`src/tisg_pkg.sv`:
```
package tisg_pkg;

  // SipHash-2-4 over a 38-byte tuple: five message words and 14 rounds in all
  localparam int unsigned NumRounds = 14;
  localparam int unsigned NumWords  = 5;
  localparam int unsigned NumBytes  = 8 * NumWords;
  localparam int unsigned MsgBytes  = 38;
  localparam int unsigned FlatBits  = 8 * MsgBytes;
  localparam logic [7:0]  MsgLen    = 8'(MsgBytes);

  localparam logic [63:0] Iv0 = 64'h736f_6d65_7073_6575;
  localparam logic [63:0] Iv1 = 64'h646f_7261_6e64_6f6d;
  localparam logic [63:0] Iv2 = 64'h6c79_6765_6e65_7261;
  localparam logic [63:0] Iv3 = 64'h7465_6462_7974_6573;
  localparam logic [63:0] FinalXor = 64'h0000_0000_0000_00ff;

  // round of the final word and the one where finalisation starts
  localparam int unsigned LastBlockRound = 8;
  localparam int unsigned FinalRound     = 10;

  // clock component
  localparam logic [63:0] TicksPerMs   = 64'd250;
  localparam logic [63:0] TickMax      = 64'hffff_ffff_ffff_ffff;
  localparam logic [63:0] TimeSatLimit = TickMax / TicksPerMs;

  // configuration register indexes
  typedef enum logic [0:0] {
    RegKeyLow  = 1'b0,
    RegKeyHigh = 1'b1
  } cfg_reg_e;

  // input item, first field in the highest bits
  typedef struct packed {
    logic [63:0] time_ms;
    logic [7:0]  protocol_number;
    logic [15:0] dest_port;
    logic [15:0] src_port;
    logic [63:0] dest_address_lower;
    logic [63:0] dest_address_upper;
    logic [63:0] source_address_lower;
    logic [63:0] source_address_upper;
    logic [7:0]  address_family;
  } tuple_t;

  typedef logic [NumWords-1:0][63:0] msg_words_t;

  typedef struct packed {
    logic [63:0] v0;
    logic [63:0] v1;
    logic [63:0] v2;
    logic [63:0] v3;
  } sip_state_t;

  // one register stage of the hash pipeline
  typedef struct packed {
    sip_state_t  v;
    msg_words_t  m;
    logic [63:0] tick;
  } stage_t;

  // item passed from the hash pipeline to the tick stage
  typedef struct packed {
    logic [31:0] hash;
    logic [63:0] tick;
  } item_t;

  function automatic logic [63:0] rotl(logic [63:0] x, int unsigned r);
    return (x << r) | (x >> (64 - r));
  endfunction

  function automatic sip_state_t sip_round(sip_state_t s);
    sip_state_t t;
    t = s;
    t.v0 = t.v0 + t.v1; t.v1 = rotl(t.v1, 13); t.v1 = t.v1 ^ t.v0; t.v0 = rotl(t.v0, 32);
    t.v2 = t.v2 + t.v3; t.v3 = rotl(t.v3, 16); t.v3 = t.v3 ^ t.v2;
    t.v0 = t.v0 + t.v3; t.v3 = rotl(t.v3, 21); t.v3 = t.v3 ^ t.v0;
    t.v2 = t.v2 + t.v1; t.v1 = rotl(t.v1, 17); t.v1 = t.v1 ^ t.v2; t.v2 = rotl(t.v2, 32);
    return t;
  endfunction

  // word mixing and the finalisation constant ahead of round k, then the round itself
  function automatic stage_t step_stage(stage_t s, int unsigned k);
    stage_t t;
    t = s;
    if ((k % 2) == 0 && k <= LastBlockRound) begin
      if (k >= 2) begin
        t.v.v0 = t.v.v0 ^ t.m[k/2 - 1];
      end
      t.v.v3 = t.v.v3 ^ t.m[k/2];
    end
    if (k == FinalRound) begin
      t.v.v0 = t.v.v0 ^ t.m[NumWords-1];
      t.v.v2 = t.v.v2 ^ FinalXor;
    end
    t.v = sip_round(t.v);
    return t;
  endfunction

  // byte string in network order, then little-endian message words
  function automatic msg_words_t pack_msg(tuple_t tp);
    logic [FlatBits-1:0]         flat;
    logic [NumBytes-1:0][7:0]    bytes;
    msg_words_t                  w;
    flat = {tp.address_family, tp.source_address_upper, tp.source_address_lower,
            tp.dest_address_upper, tp.dest_address_lower, tp.src_port,
            tp.dest_port, tp.protocol_number};
    bytes = '0;
    for (int unsigned i = 0; i < MsgBytes; i++) begin
      bytes[i] = flat[FlatBits - 1 - 8*i -: 8];
    end
    bytes[NumBytes-1] = MsgLen;
    for (int unsigned b = 0; b < NumWords; b++) begin
      w[b] = bytes[8*b + 7 -: 8];
    end
    return w;
  endfunction

endpackage

```
`src/tisg_queue.sv`:
```
module tisg_queue (
  input  logic            clk_i,
  input  logic            rst_ni,
  input  logic            in_valid_i,
  output logic            in_ready_o,
  input  tisg_pkg::item_t in_item_i,
  output logic            out_valid_o,
  input  logic            out_ready_i,
  output tisg_pkg::item_t out_item_o
);

  // two-entry queue between the hash pipeline and the tick stage
  tisg_pkg::item_t mem_q [2];
  logic            wr_ptr_q, rd_ptr_q;
  logic [1:0]      count_q;
  logic            push, pop;

  assign in_ready_o  = (count_q != 2'd2);
  assign out_valid_o = (count_q != 2'd0);
  assign push        = in_valid_i && in_ready_o;
  assign pop         = out_valid_o && out_ready_i;
  assign out_item_o  = mem_q[rd_ptr_q];

  always_ff @(posedge clk_i or negedge rst_ni) begin
    if (!rst_ni) begin
      wr_ptr_q <= 1'b0;
      rd_ptr_q <= 1'b0;
      count_q  <= 2'd0;
    end else begin
      if (push) begin
        wr_ptr_q <= !wr_ptr_q;
      end
      if (pop) begin
        rd_ptr_q <= !rd_ptr_q;
      end
      if (push && !pop) begin
        count_q <= count_q + 2'd1;
      end else if (pop && !push) begin
        count_q <= count_q - 2'd1;
      end
    end
  end

  always_ff @(posedge clk_i) begin
    if (push) begin
      mem_q[wr_ptr_q] <= in_item_i;
    end
  end

endmodule

```
`config.mk`:
```
export PLATFORM = sky130hd
export DESIGN_NAME = tisg_queue
export DESIGN_NICKNAME = d
export VERILOG_FILES = /design/src/tisg_pkg.sv /design/src/tisg_queue.sv
export SDC_FILE = /design/constraint.sdc
export NUM_CORES = 1
export LEC_CHECK = 0
export BUFFER_PORTS_ARGS = -buffer_cell sky130_fd_sc_hd__buf_4
export CAP_MARGIN = 20
export CORE_ASPECT_RATIO = 2
export CORE_UTILIZATION = 23
export DETAILED_ROUTE_END_ITERATION = 12
export PLACE_DENSITY = 0.44
export SYNTH_ARGS = -nofsm -noshare
export SYNTH_HDL_FRONTEND = slang
export SYNTH_SLANG_ARGS = --single-unit
```
`constraint.sdc`:
```
create_clock -name clk_i -period 5.6 [get_ports clk_i]
set_clock_uncertainty 0.1 [all_clocks]
set_input_delay 0.56 -clock clk_i [delete_from_list [all_inputs] [get_ports clk_i]]
set_output_delay 0.56 -clock clk_i [all_outputs]
set_load 0.01 [all_outputs]
```
==> results by group <==
Status
  • Outcome: finished clean

Yosys
  • Most frequent cell after synthesis: edfxtp_1
  • Commonest cells in the netlist: edfxtp_1 (192), mux2_2 (66), mux2_4 (30), buf_2 (6), buf_6 (5)
  • Mapped Nets: 418
  • Ys async rst share: 2.041%
  • Top cell type's share of synthesized area: 79.64%
  • Post-synthesis sequential area ratio: 81.02%
  • Top FF cell, synth: edfxtp_1
  • Synth area leader: edfxtp_1
  • Cells after synthesis: 317
  • Top post-synthesis cells by area: edfxtp_1 (80%), mux2_2 (10%), mux2_4 (6.2%)
  • Post-Synthesis Cell Area: 7239 um2
  • Avg Cell Area, Syn: 22.84 um2
  • Netlist cell types: 15
  • Number of synthesized flops with an enable pin: 192
  • Synthesis-stage register bit count: 196
  • Ys Warns: 0

Die
  • CORE AREA: 30860 um2
  • Die Width: 127.5 um
  • Die ar.: 32230 um2
  • # rows: 91
  • Die height: 252.9 um
  • Starting density of the core: 23.46%
  • I/O pin count: 198

Placement
  • PortBufs: 197
  • GP Congestion: 0.7098
  • HPWL after detailed placement: 11480 um
  • Place WS: 2.591 ns

Setup path
  • Crit path DAT: 2.70 ns
  • Data required, critical path: 4.94 ns
  • CP Capture Type: primary output
  • Buf/Inv on CP: 2
  • Cell mode on critical path: buf_4
  • Critical path's top delay family: flip-flops
  • CP Max Fanout: 66
  • Worst-path cell chain: buf_4 -> mux2_2 -> buf_4
  • Kind of critical path: flip-flop to primary output
  • CP max stage delay: 1.11 ns
  • Startpoint Class: flip-flop
  • Slowest CP cell: dfrtp_4

Global route
  • First-pass GRT wire length: 24270 um
  • Largest net degree at the start of global routing: 67
  • Vias in the first global route: 4167
  • GRT Residual Overflow: 0
  • Total track usage: 10.83%
  • Initial antenna violation count: 2

Timing
  • Post-Route Setup TNS: 0 ns
  • Setup ws final: 2.237 ns
  • Fin. max-slew vios: 0
  • RSZ-0062 raised after global routing: no
  • Worst-margin pin slew: 1.081 ns
  • Fmax: 297.4 MHz
  • Hold Violations, Final: 0
  • Max-slew headroom: 27.95%
  • Clock period minus worst slack: 3.363 ns
  • Final worst-path cycle share: 60.05%
  • # setup viols final: 0

Routing
  • Initial DRC Count: 77
  • Wire per inst: 17.47 um
  • Antenna viol nets, final: 0
  • Vias per Instance: 3.822
  • WL final: 16770 um
  • Post-route DRC: 0
  • DR pass1 iterations: 4
  • Vias post-DR: 3669

Finish
  • Share of cells above drive strength 1: 61.48%
  • Final-layout fill cell count: 3040
  • Synth-to-Final Area Change: 35.52%
  • Nets@finish: 628

CTS
  • Num CTS Buffers: 17
  • Worst-path clk slew: 0.08 ns
  • Latest clock arrival within the worst-skew pair: 0.44 ns
  • CTS root buf: clkbuf_16
  • CTS tree: yes
  • H-tree depth: 4
  • Sink Count: 196
  • Max clock buf depth: 2
  • Total setup buffers inserted after CTS: 0

Power and ir drop
  • Clock power frac: 24.8%
  • Static leakage: 3.638 nW
  • Sw frac: 29.38%
  • Peak supply drop: 0.0002720 V
  • Power density over the cells: 509.4 nW/um2
  • Reported net switching power: 1.468 mW
  • Sequential power share: 44.1%
  • Logic gate share of total power: 31.1%
  • Internal: 3.529 mW

Worst hold path
  • Hold Path Class: input port to flip-flop

Job
  • Number of max-cap violations: 0
## worst register-to-register path, stage by stage (launching register included)
cell      delay [ns]
dfrtp_1         0.41
nand2b_1        0.17
and3_4          0.79
buf_4           0.62
## power groups by stage
stage	Combinational (mW)	Clock, mW	Sequential [mW]
after global routing	1.67	1.34	2.25
final	1.55	1.24	2.21
after global placement	1.59	0	2.24
after floorplan	0.973	0	2.13
after detailed placement	1.60	0	2.26
after CTS	1.60	1.29	2.22
## placed cells by master (no fill, tap or decap), types with 2 or more instances in the layout
cell type | netlist | final
clkinv_4 | 0 | 2
clkinvlp_4 | 0 | 3
dfrtp_1 | 4 | 3
buf_4 | 0 | 201
edfxtp_1 | 192 | 192
bufinv_16 | 0 | 2
inv_8 | 0 | 3
clkbuf_16 | 0 | 17
mux2_2 | 66 | 66
xnor2_1 | 3 | 3
mux2_4 | 30 | 30
inv_6 | 0 | 3
xor2_1 | 2 | 2
diode_2 | 0 | 2
nand2_1 | 2 | 2
## state kept, by name (all words and copies together), names as in the netlist
signal and count:
wr_ptr_q 1, mem_q 192, rd_ptr_q 1, count_q 2
## logic make-up (layout without fill, tap and decap cells)
| kind of cell | Yosys count | count (layout) | share of synthesized area [%] |
|---|---|---|---|
| flip-flops | 196 | 196 | 81.02 |
| multiplexers | 96 | 96 | 16.49 |
| buffers and inverters | 12 | 235 | 1.244 |
| AND/OR/NAND/NOR | 7 | 7 | 0.4669 |
| XOR/XNOR | 5 | 5 | 0.6050 |
| adder cells (fa/ha/maj) | 1 | 1 | 0.1728 |
| other | 0 | 2 | 0 |
## final timing paths
check                                        from                endpoint  slack, ns  cells past startpoint
min in group asynchronous                  rst_ni    wr_ptr_q$_DFFE_PN0P_       0.34                      2
hold / removal                       in_item_i[0]   mem_q[1][0]$_DFFE_PP_       0.19                      1
setup reg to reg           count_q[0]$_DFFE_PN0P_  mem_q[1][13]$_DFFE_PP_       3.13                      3
hold reg to reg            count_q[1]$_DFFE_PN0P_  count_q[1]$_DFFE_PN0P_       0.41                      1
max in group asynchronous                  rst_ni    rd_ptr_q$_DFFE_PN0P_       4.94                      2
setup / recovery             rd_ptr_q$_DFFE_PN0P_          out_item_o[42]       2.24                      3
## routing by layer
metal,routed length (um),up-vias,track usage [%]
li1,-,1676,-
met2,10240,116,21.42
met1,5151,1847,8.925
met4,603,0,7.211
met5,0,-,0
met3,778,30,3.127
## layout make-up
class / instances / area (um2) / share of cell area (%)
flip-flops and latches: 196 / 5869 / 59.83
clock inverters: 15 / 168.9 / 1.722
repair buffers: 202 / 1519 / 15.48
clock buffers: 17 / 425.4 / 4.336
inverters: 1 / 3.754 / 0.03826
well taps: 418 / 523.0 / 5.331
multi-input cells: 109 / 1296 / 13.21
diodes: 2 / 5.005 / 0.05101
## metrics by stage
stage          std cells  utilization [%]  hold WS [ns]  cell area (um2)  power (mW)
6_report             960            31.80        0.1938             9811       4.997
5_1_grt              960            31.80        0.1532             9811       5.257
4_1_cts              958            31.78        0.1561             9806       5.119
3_5_place_dp         925            29.82        0.2635             9201       3.856
3_3_place_gp         925            29.82        0.2597             9201       3.827
2_1_floorplan        317                -        0.1644             7239       3.104
## timing repair
action,in CTS,in global routing
gates resized for setup,0,0
hold buffers,1,0
endpoints found under the hold margin,4,0
Power figures use the tool's default switching activity.
