### src/tisg_pkg.sv
package tisg_pkg;

  // SipHash-2-4 over a 38-byte tuple: five message words and 14 rounds in all
  localparam int unsigned NumRounds = 14;
  localparam int unsigned NumWords  = 5;
  localparam int unsigned NumBytes  = 8 * NumWords;
  localparam int unsigned MsgBytes  = 38;
  localparam int unsigned FlatBits  = 8 * MsgBytes;
  localparam logic [7:0]  MsgLen    = 8'(MsgBytes);

  localparam logic [63:0] Iv0 = 64'h736f_6d65_7073_6575;
  localparam logic [63:0] Iv1 = 64'h646f_7261_6e64_6f6d;
  localparam logic [63:0] Iv2 = 64'h6c79_6765_6e65_7261;
  localparam logic [63:0] Iv3 = 64'h7465_6462_7974_6573;
  localparam logic [63:0] FinalXor = 64'h0000_0000_0000_00ff;

  // round of the final word and the one where finalisation starts
  localparam int unsigned LastBlockRound = 8;
  localparam int unsigned FinalRound     = 10;

  // clock component
  localparam logic [63:0] TicksPerMs   = 64'd250;
  localparam logic [63:0] TickMax      = 64'hffff_ffff_ffff_ffff;
  localparam logic [63:0] TimeSatLimit = TickMax / TicksPerMs;

  // configuration register indexes
  typedef enum logic [0:0] {
    RegKeyLow  = 1'b0,
    RegKeyHigh = 1'b1
  } cfg_reg_e;

  // input item, first field in the highest bits
  typedef struct packed {
    logic [63:0] time_ms;
    logic [7:0]  protocol_number;
    logic [15:0] dest_port;
    logic [15:0] src_port;
    logic [63:0] dest_address_lower;
    logic [63:0] dest_address_upper;
    logic [63:0] source_address_lower;
    logic [63:0] source_address_upper;
    logic [7:0]  address_family;
  } tuple_t;

  typedef logic [NumWords-1:0][63:0] msg_words_t;

  typedef struct packed {
    logic [63:0] v0;
    logic [63:0] v1;
    logic [63:0] v2;
    logic [63:0] v3;
  } sip_state_t;

  // one register stage of the hash pipeline
  typedef struct packed {
    sip_state_t  v;
    msg_words_t  m;
    logic [63:0] tick;
  } stage_t;

  // item passed from the hash pipeline to the tick stage
  typedef struct packed {
    logic [31:0] hash;
    logic [63:0] tick;
  } item_t;

  function automatic logic [63:0] rotl(logic [63:0] x, int unsigned r);
    return (x << r) | (x >> (64 - r));
  endfunction

  function automatic sip_state_t sip_round(sip_state_t s);
    sip_state_t t;
    t = s;
    t.v0 = t.v0 + t.v1; t.v1 = rotl(t.v1, 13); t.v1 = t.v1 ^ t.v0; t.v0 = rotl(t.v0, 32);
    t.v2 = t.v2 + t.v3; t.v3 = rotl(t.v3, 16); t.v3 = t.v3 ^ t.v2;
    t.v0 = t.v0 + t.v3; t.v3 = rotl(t.v3, 21); t.v3 = t.v3 ^ t.v0;
    t.v2 = t.v2 + t.v1; t.v1 = rotl(t.v1, 17); t.v1 = t.v1 ^ t.v2; t.v2 = rotl(t.v2, 32);
    return t;
  endfunction

  // word mixing and the finalisation constant ahead of round k, then the round itself
  function automatic stage_t step_stage(stage_t s, int unsigned k);
    stage_t t;
    t = s;
    if ((k % 2) == 0 && k <= LastBlockRound) begin
      if (k >= 2) begin
        t.v.v0 = t.v.v0 ^ t.m[k/2 - 1];
      end
      t.v.v3 = t.v.v3 ^ t.m[k/2];
    end
    if (k == FinalRound) begin
      t.v.v0 = t.v.v0 ^ t.m[NumWords-1];
      t.v.v2 = t.v.v2 ^ FinalXor;
    end
    t.v = sip_round(t.v);
    return t;
  endfunction

  // byte string in network order, then little-endian message words
  function automatic msg_words_t pack_msg(tuple_t tp);
    logic [FlatBits-1:0]         flat;
    logic [NumBytes-1:0][7:0]    bytes;
    msg_words_t                  w;
    flat = {tp.address_family, tp.source_address_upper, tp.source_address_lower,
            tp.dest_address_upper, tp.dest_address_lower, tp.src_port,
            tp.dest_port, tp.protocol_number};
    bytes = '0;
    for (int unsigned i = 0; i < MsgBytes; i++) begin
      bytes[i] = flat[FlatBits - 1 - 8*i -: 8];
    end
    bytes[NumBytes-1] = MsgLen;
    for (int unsigned b = 0; b < NumWords; b++) begin
      w[b] = bytes[8*b + 7 -: 8];
    end
    return w;
  endfunction

endpackage

### src/tisg_back.sv
module tisg_back (
  input  logic            clk_i,
  input  logic            rst_ni,
  input  logic            in_valid_i,
  output logic            in_ready_o,
  input  tisg_pkg::item_t in_item_i,
  output logic            out_valid_o,
  input  logic            out_ready_i,
  output logic [31:0]     out_isn_o
);

  logic [63:0] last_tick_q, last_tick_d;
  logic        out_valid_q;
  logic [31:0] isn_q, isn_d;
  logic        take;

  // output register doubles as the skid stage
  assign in_ready_o = !out_valid_q || out_ready_i;
  assign take       = in_valid_i && in_ready_o;

  // force the clock to move forward unless already saturated
  always_comb begin
    if (in_item_i.tick <= last_tick_q && last_tick_q != tisg_pkg::TickMax) begin
      last_tick_d = last_tick_q + 64'd1;
    end else begin
      last_tick_d = in_item_i.tick;
    end
    isn_d = in_item_i.hash + last_tick_d[31:0];
  end

  always_ff @(posedge clk_i or negedge rst_ni) begin
    if (!rst_ni) begin
      last_tick_q <= '0;
      out_valid_q <= 1'b0;
    end else begin
      if (take) begin
        last_tick_q <= last_tick_d;
      end
      if (in_ready_o) begin
        out_valid_q <= in_valid_i;
      end
    end
  end

  always_ff @(posedge clk_i) begin
    if (take) begin
      isn_q <= isn_d;
    end
  end

  assign out_valid_o = out_valid_q;
  assign out_isn_o   = isn_q;

endmodule

### config.mk
export PLATFORM = sky130hd
export DESIGN_NAME = tisg_back
export DESIGN_NICKNAME = d
export VERILOG_FILES = /design/src/tisg_pkg.sv /design/src/tisg_back.sv
export SDC_FILE = /design/constraint.sdc
export NUM_CORES = 1
export LEC_CHECK = 0
export BUFFER_PORTS_ARGS = -buffer_cell sky130_fd_sc_hd__buf_2
export CORE_UTILIZATION = 40
export DETAILED_ROUTE_END_ITERATION = 6
export GPL_ROUTABILITY_DRIVEN = 0
export HOLD_SLACK_MARGIN = 0.15
export PLACE_DENSITY = 0.58
export SYNTH_ARGS = -nofsm -noshare
export SYNTH_HDL_FRONTEND = slang
export SYNTH_SLANG_ARGS = --single-unit
### constraint.sdc
create_clock -name clk_i -period 6.6 [get_ports clk_i]
set_input_delay 0.66 -clock clk_i [delete_from_list [all_inputs] [get_ports clk_i]]
set_output_delay 0.66 -clock clk_i [all_outputs]
set_load 0.1 [all_outputs]
==> flow_summary.json, run 1 <==
{
  "slew_headroom_pct": 35.9,
  "vdd_drop_max_uv": 416,
  "hold_class": "input port to async pin",
  "cts_hold_buffers": 0,
  "post_layout_nonfiller_instances": 1328,
  "cts.repair.resized": 0,
  "antenna_found_initial": 2,
  "diodes": 0,
  "critical-path-top-delay-family": "compound AO/OA/AOI/OAI gates",
  "syn_avg_cell_area_sq_um": 9.16,
  "p_switching_mw": 2.75,
  "crit_slowest_cell": "nor4_1",
  "grt_pass1_wl_mm": 36.9,
  "die_h_microns": 147,
  "root_buffer": "clkbuf_16",
  "routedWlPerCell_microns": 17.0,
  "die_area_sq_mm": 0.0217,
  "dr.pass1.iters": 5,
  "post_cts_buffers": 0,
  "rr_endpoint": "out_isn_o[30]$_DFFE_PP_",
  "final_net_count": 1250,
  "io_pins": 134,
  "critPathLaunchType": "flip-flop",
  "ys_ff_latch": 97,
  "status": "finished clean",
  "p_per_area_mw_per_mm2": 561,
  "period_share_pct": 88.5,
  "hold-worst-slack_ns": 0.498,
  "cp_cell_sequence": "inv_1, ha_1, nand4_1, nor4_1, o311ai_0, o31a_1, a211oi_1, nor2_4, buf_12, mux2_4, ha_1, a21o_1, a21oi_1, o21ai_0, or4_1, o21bai_1, a2111o_1, nand2_1, a211oi_1, xnor2_1",
  "ant_nets": 0,
  "rsz0062_at_grt": "false",
  "synth-warning-count": 0,
  "fp.coreArea_sq_mm": 0.0205,
  "async_reset_ff_share_pct": 67.0,
  "portBuffers": 133,
  "die_w_microns": 147,
  "routed_via_density": 5.44,
  "cts_tree": "yes",
  "grt_max_degree": 66,
  "hpwl_mm": 17.2,
  "r2r_slack_ns": 0.76,
  "clkLatencyLatePin_ns": 0.36,
  "seq_area_frac_synth_pct": 30.6,
  "synthFlopType": "dfrtp_1",
  "worstReg2RegStart": "last_tick_q[36]$_DFFE_PN0P_",
  "max_stage_delay_ns": 0.63,
  "leakage_nw": 4.45,
  "p_int_mw": 2.73,
  "skew_ns": 0.00869,
  "numCtsBuffers": 9,
  "crit_fanout": 19,
  "grt_pass1_vias": 6989,
  "seq_power_share_pct": 23.5,
  "row_count": 52,
  "hold_viol": 0,
  "grtUsageTotal_pct": 21.5,
  "synth_top_area_cell": "dfrtp_1",
  "synthCells": 922,
  "place_inst": 1312,
  "pwr-share-comb_pct": 65.7,
  "synth.most_common_cell": "ha_1",
  "syn-cell-area_sq_mm": 0.00845,
  "yosys-top-cells-area": "dfrtp_1 19%, ha_1 14%, edfxtp_1 11%, mux2_2 6.4%, xnor2_1 5.0%",
  "clk_pin_slew_ns": 0.07,
  "clock.fmax_mhz": 171,
  "critPathKind": "flip-flop to flip-flop",
  "worst_setup_path_end_kind": "flip-flop",
  "finalCriticalPeriod_ns": 5.84,
  "cap_violations": 0,
  "drv_slew": 0,
  "worst_slew_pin_slew_ns": 0.954,
  "remaining_drc_errors": 0,
  "wirelength_mm": 22.6,
  "r2r_cells": 20,
  "cp-startpoint": "last_tick_q[36]$_DFFE_PN0P_",
  "vias": 7230,
  "start_util_pct": 41.2,
  "synth_enable_flop_cells": 32,
  "power_frac_clock_pct": 10.9,
  "worstPathRequired_ns": 6.71,
  "path_buf_inv": 2,
  "drt_iter0_drc": 387,
  "drive_gt1_share_pct": 21.9,
  "synth.distinct_cells": 67,
  "yosysTopAreaCellShare_pct": 19.3,
  "gr-total-overflow": 0,
  "synth_commonest_cells": "96 x ha_1, 85 x inv_1, 79 x a21oi_1, 70 x nand2_1, 65 x dfrtp_1",
  "area_growth_pct": 15.6,
  "htreeDepth": 3,
  "cts.sinks": 97,
  "max-clock-path-buffers": 2,
  "fin_setup_tns_ns": 0,
  "swShare_pct": 50.2,
  "setup_violations": 0,
  "arrival_ns": 5.95,
  "syn-num-nets": 1119
}
## worst max-delay path by stage
stage / endpoint / depth (start not counted)
finish: out_isn_o[30]$_DFFE_PP_ / 20
CTS: out_isn_o[30]$_DFFE_PP_ / 20
global route: out_isn_o[31]$_DFFE_PP_ / 20
global placement: out_isn_o[30]$_DFFE_PP_ / 20
floorplan: out_isn_o[10]$_DFFE_PP_ / 20
detailed placement: out_isn_o[30]$_DFFE_PP_ / 20
## layer usage
| metal | track usage [%] | vias to the layer above | share of wire, % |
|---|---|---|---|
| met3 | 3.98 | 13 | 5.0 |
| met5 | 0 | - | 0.053 |
| met1 | 30.0 | 3370 | 49 |
| met2 | 34.8 | 185 | 45 |
| met4 | 4.12 | 2 | 0.97 |
| li1 | - | 3660 | - |
## logic make-up (layout without fill, tap and decap cells)
kind of cell	after synthesis	in the layout	share of synthesized area [%]
flip-flops	97	97	30.6
buffers and inverters	111	247	5.26
adder cells (fa/ha/maj)	97	97	14.5
multiplexers	83	83	11.2
AND/OR/NAND/NOR	268	268	16.3
AO/OA/AOI/OAI	213	213	16.7
XOR/XNOR	53	53	5.50
## state kept, by name, indices dropped and copies added (netlist names)
name / count
out_isn_o: 32
last_tick_q: 64
out_valid_o: 1
## through the flow
| step | power [mW] | area (sq um) | worst slack (ns) | util (%) |
|---|---|---|---|---|
| final | 5.48 | 9760 | 0.759 | 47.6 |
| after global routing | 5.91 | 9760 | 0.330 | 47.6 |
| after CTS | 5.50 | 9760 | 0.729 | 47.6 |
| after detailed placement | 4.88 | 9440 | 0.404 | 46.1 |
| after global placement | 4.85 | 9440 | 0.482 | 46.1 |
| after floorplan | 4.17 | 8450 | 1.47 | - |
## power groups by stage
stage	logic [mW]	clock network (mW)	registers [mW]
finish	3.60	0.595	1.29
floorplan	2.20	0	1.98
global route	3.94	0.636	1.33
CTS	3.60	0.614	1.28
detailed placement	3.59	0	1.29
global placement	3.56	0	1.29
## placed cells by master, fill, tap and decap left out, types with 7 or more instances in the layout
cell and count:
xnor2_1 48, o21a_1 8, nor2_1 41, o21ai_0 22, nand2_1 70, a2bb2oi_1 20
nand4_1 27, a21o_1 15, mux2i_1 24, o22ai_1 11, dfrtp_1 65, mux2_4 11
buf_4 11, nand3_1 42, clkbuf_16 9, inv_1 85, and3_1 10, buf_2 133
mux2_2 48, ha_1 96, nor2b_1 7, edfxtp_1 32, nor3_1 21, a211oi_1 11
or3_1 7, a21oi_1 79, nor4_1 9
## layout make-up
class / count / area, sq um
Tap cell: 270 / 338
Clock buffer: 10 / 239
Clock inverter: 6 / 81.3
Multi-Input combinational cell: 714 / 5420
Sequential cell: 97 / 2590
Inverter: 86 / 324
Timing Repair Buffer: 145 / 768
Fill cell: 1995 / 10700
Power figures use the tool's default switching activity.
==> run 2: changes to the inputs <==
==> constraint.sdc (replaced) <==
create_clock -name clk_i -period 5.4 [get_ports clk_i]
set_input_delay 1.35 -clock clk_i [delete_from_list [all_inputs] [get_ports clk_i]]
set_output_delay 1.35 -clock clk_i [all_outputs]
set_load 0.1 [all_outputs]
==> flow_summary.json, run 2 (synthesized netlist as in run 1, its figures left out) <==
{
  "status": "complete, but fails checks",
  "violations": "negative setup slack",
  "max_stage_delay_ns": 0.48,
  "seq_power_share_pct": 19.0,
  "start_util_pct": 41.2,
  "path_buf_inv": 4,
  "htreeDepth": 3,
  "hold_viol": 0,
  "routed_via_density": 5.41,
  "final_net_count": 1406,
  "place_inst": 1446,
  "antenna_found_initial": 0,
  "swShare_pct": 46.7,
  "clock.fmax_mhz": 180,
  "cp_cell_sequence": "buf_2, ha_1, nand4_1, or4_4, nor3_4, o32ai_4, nor2_4, buf_6, buf_12, mux2_4, ha_4, o21a_1, a21boi_2, o41ai_2, o21ai_1, a21oi_2, buf_4, o211ai_1, a221o_1, a21oi_2, xnor2_1",
  "crit_top_cell": "a21oi_2",
  "cts.sinks": 97,
  "rsz0062_at_grt": "true",
  "die_area_sq_mm": 0.0217,
  "drv_slew": 0,
  "wirelength_mm": 25.0,
  "die_w_microns": 147,
  "numCtsBuffers": 9,
  "grt_max_degree": 60,
  "hpwl_mm": 18.4,
  "max-clock-path-buffers": 2,
  "post_layout_nonfiller_instances": 1484,
  "dr.pass1.iters": 5,
  "setup_violations": 5,
  "p_int_mw": 4.36,
  "regMostFlops": "last_tick_q",
  "timing.final.ws_setup_ns": -0.149,
  "worst_slew_pin_slew_ns": 1.18,
  "die_h_microns": 147,
  "slew_headroom_pct": 20.9,
  "routedWlPerCell_microns": 16.9,
  "critical-path-top-delay-family": "compound AO/OA/AOI/OAI gates",
  "hold-worst-slack_ns": 0.527,
  "crit_slowest_cell": "or4_4",
  "p_switching_mw": 3.82,
  "grtUsageTotal_pct": 23.4,
  "p_per_area_mw_per_mm2": 692,
  "leakage_nw": 5.34,
  "cts_hold_buffers": 0,
  "grt_pass1_wl_mm": 40.4,
  "layout_common_cells": "162 x buf_4, 122 x buf_2, 83 x inv_1, 68 x nand2_1, 68 x a21oi_1",
  "vdd_drop_max_uv": 528,
  "hold_class": "flip-flop to flip-flop",
  "io_pins": 134,
  "row_count": 52,
  "diodes": 0,
  "cap_violations": 0,
  "drt_iter0_drc": 387,
  "crit_fanout": 6,
  "portBuffers": 133,
  "power_frac_clock_pct": 8.8,
  "root_buffer": "clkbuf_16",
  "remaining_drc_errors": 0,
  "gr-total-overflow": 0,
  "worstPathRequired_ns": 5.52,
  "fp.coreArea_sq_mm": 0.0205,
  "ant_nets": 0,
  "grt_pass1_vias": 8043,
  "largest_reg_flops": 64,
  "worst_setup_path_end_kind": "flip-flop",
  "final_common_cell": "buf_4",
  "finalCriticalPeriod_ns": 5.55,
  "fillCellCount": 1820,
  "clkLatencyLatePin_ns": 0.36,
  "drive_gt1_share_pct": 39.5,
  "area_growth_pct": 40.0,
  "critPathKind": "input port to flip-flop",
  "pwr-share-comb_pct": 72.2,
  "clk_pin_slew_ns": 0.08,
  "arrival_ns": 5.67,
  "skew_ns": 0.0125,
  "vias": 8024,
  "critPathLaunchType": "input port",
  "period_share_pct": 103,
  "cts_tree": "yes"
}
-- run 2: changes by cell type in the layout (fill, tap and decap cells not counted), sizes merged --
cell    delta
buf      +156
clkbuf     +4
clkinv     -3
bufinv     -1
-- run 2: path summary, 6_finish.rpt --
kind	slack, ns	cells past startpoint	from	to
worst max-delay path	-0.15	21	in_item_i[10]	out_isn_o[25]$_DFFE_PP_
worst min-delay path	0.53	1	last_tick_q[46]$_DFFE_PN0P_	last_tick_q[46]$_DFFE_PN0P_
worst max register to register	0.12	22	last_tick_q[1]$_DFFE_PN0P_	out_isn_o[25]$_DFFE_PP_
worst min register to register	0.53	1	last_tick_q[46]$_DFFE_PN0P_	last_tick_q[46]$_DFFE_PN0P_
max in group asynchronous	3.30	2	rst_ni	last_tick_q[45]$_DFFE_PN0P_
min in group asynchronous	1.05	1	rst_ni	last_tick_q[6]$_DFFE_PN0P_
-- run 2: timing repair --
item                                    in CTS  in global routing
pin swaps                                   32                 36
setup buffers                               17                 13
endpoints found under the setup margin      13                 20
gates resized for setup                     61                 49
-- run 2: area by class of cell --
cell class	count	area, sq um	area share (%)
clock buffers	14	285	2.41
clock inverters	2	35.0	0.296
inverters	86	324	2.74
multi-input cells	714	6210	52.5
flip-flops and latches	97	2590	21.9
well taps	270	338	2.86
repair buffers	301	2050	17.3
-- run 2: power groups by stage --
stage          sequential (mW)  combinational (mW)  clock, mW
2_1_floorplan             2.42                2.83          0
3_3_place_gp              1.55                5.22          0
3_5_place_dp              1.56                5.28          0
4_1_cts                   1.55                5.62      0.742
5_1_grt                   1.61                6.41      0.761
6_report                  1.55                5.90      0.723
-- run 2: per-layer routing --
layer,vias up,wire length [microns],track usage [%]
met2,160,11800,38.9
met5,-,0,0
met4,0,461,7.42
met1,3857,11900,31.9
met3,27,892,2.48
li1,3980,-,-
-- run 2: per-stage QoR --
step           cell area (sq um)  power (mW)  worst slack [ns]  TNS [ns]  utilization [%]
4_1_cts                    11500        7.91           -0.0609   -0.0761             56.3
6_report                   11800        8.18            -0.149    -0.295             57.7
5_1_grt                    11800        8.77            -0.336     -2.58             57.7
3_3_place_gp               10700        6.77            -0.517     -7.05             52.3
2_1_floorplan               8700        5.25           -0.0923    -0.216                -
3_5_place_dp               10700        6.83            -0.669     -8.89             52.3
-- run 2: worst register-to-register path: stages, from the launching register on --
cell and delay [ns]:
dfrtp_1 0.43, ha_1 0.24, and4_1 0.28, nand3_1 0.17, or3_4 0.47, nor3_2 0.17, nand2_1 0.20, o32ai_4 0.38
nor2_4 0.10, buf_6 0.15, buf_12 0.12, mux2_4 0.31, ha_4 0.22, o21a_1 0.10, a21boi_2 0.16, o41ai_2 0.40
o21ai_1 0.14, a21oi_2 0.19, buf_4 0.16, o211ai_1 0.11, a221o_1 0.35, a21oi_2 0.14, xnor2_1 0.07
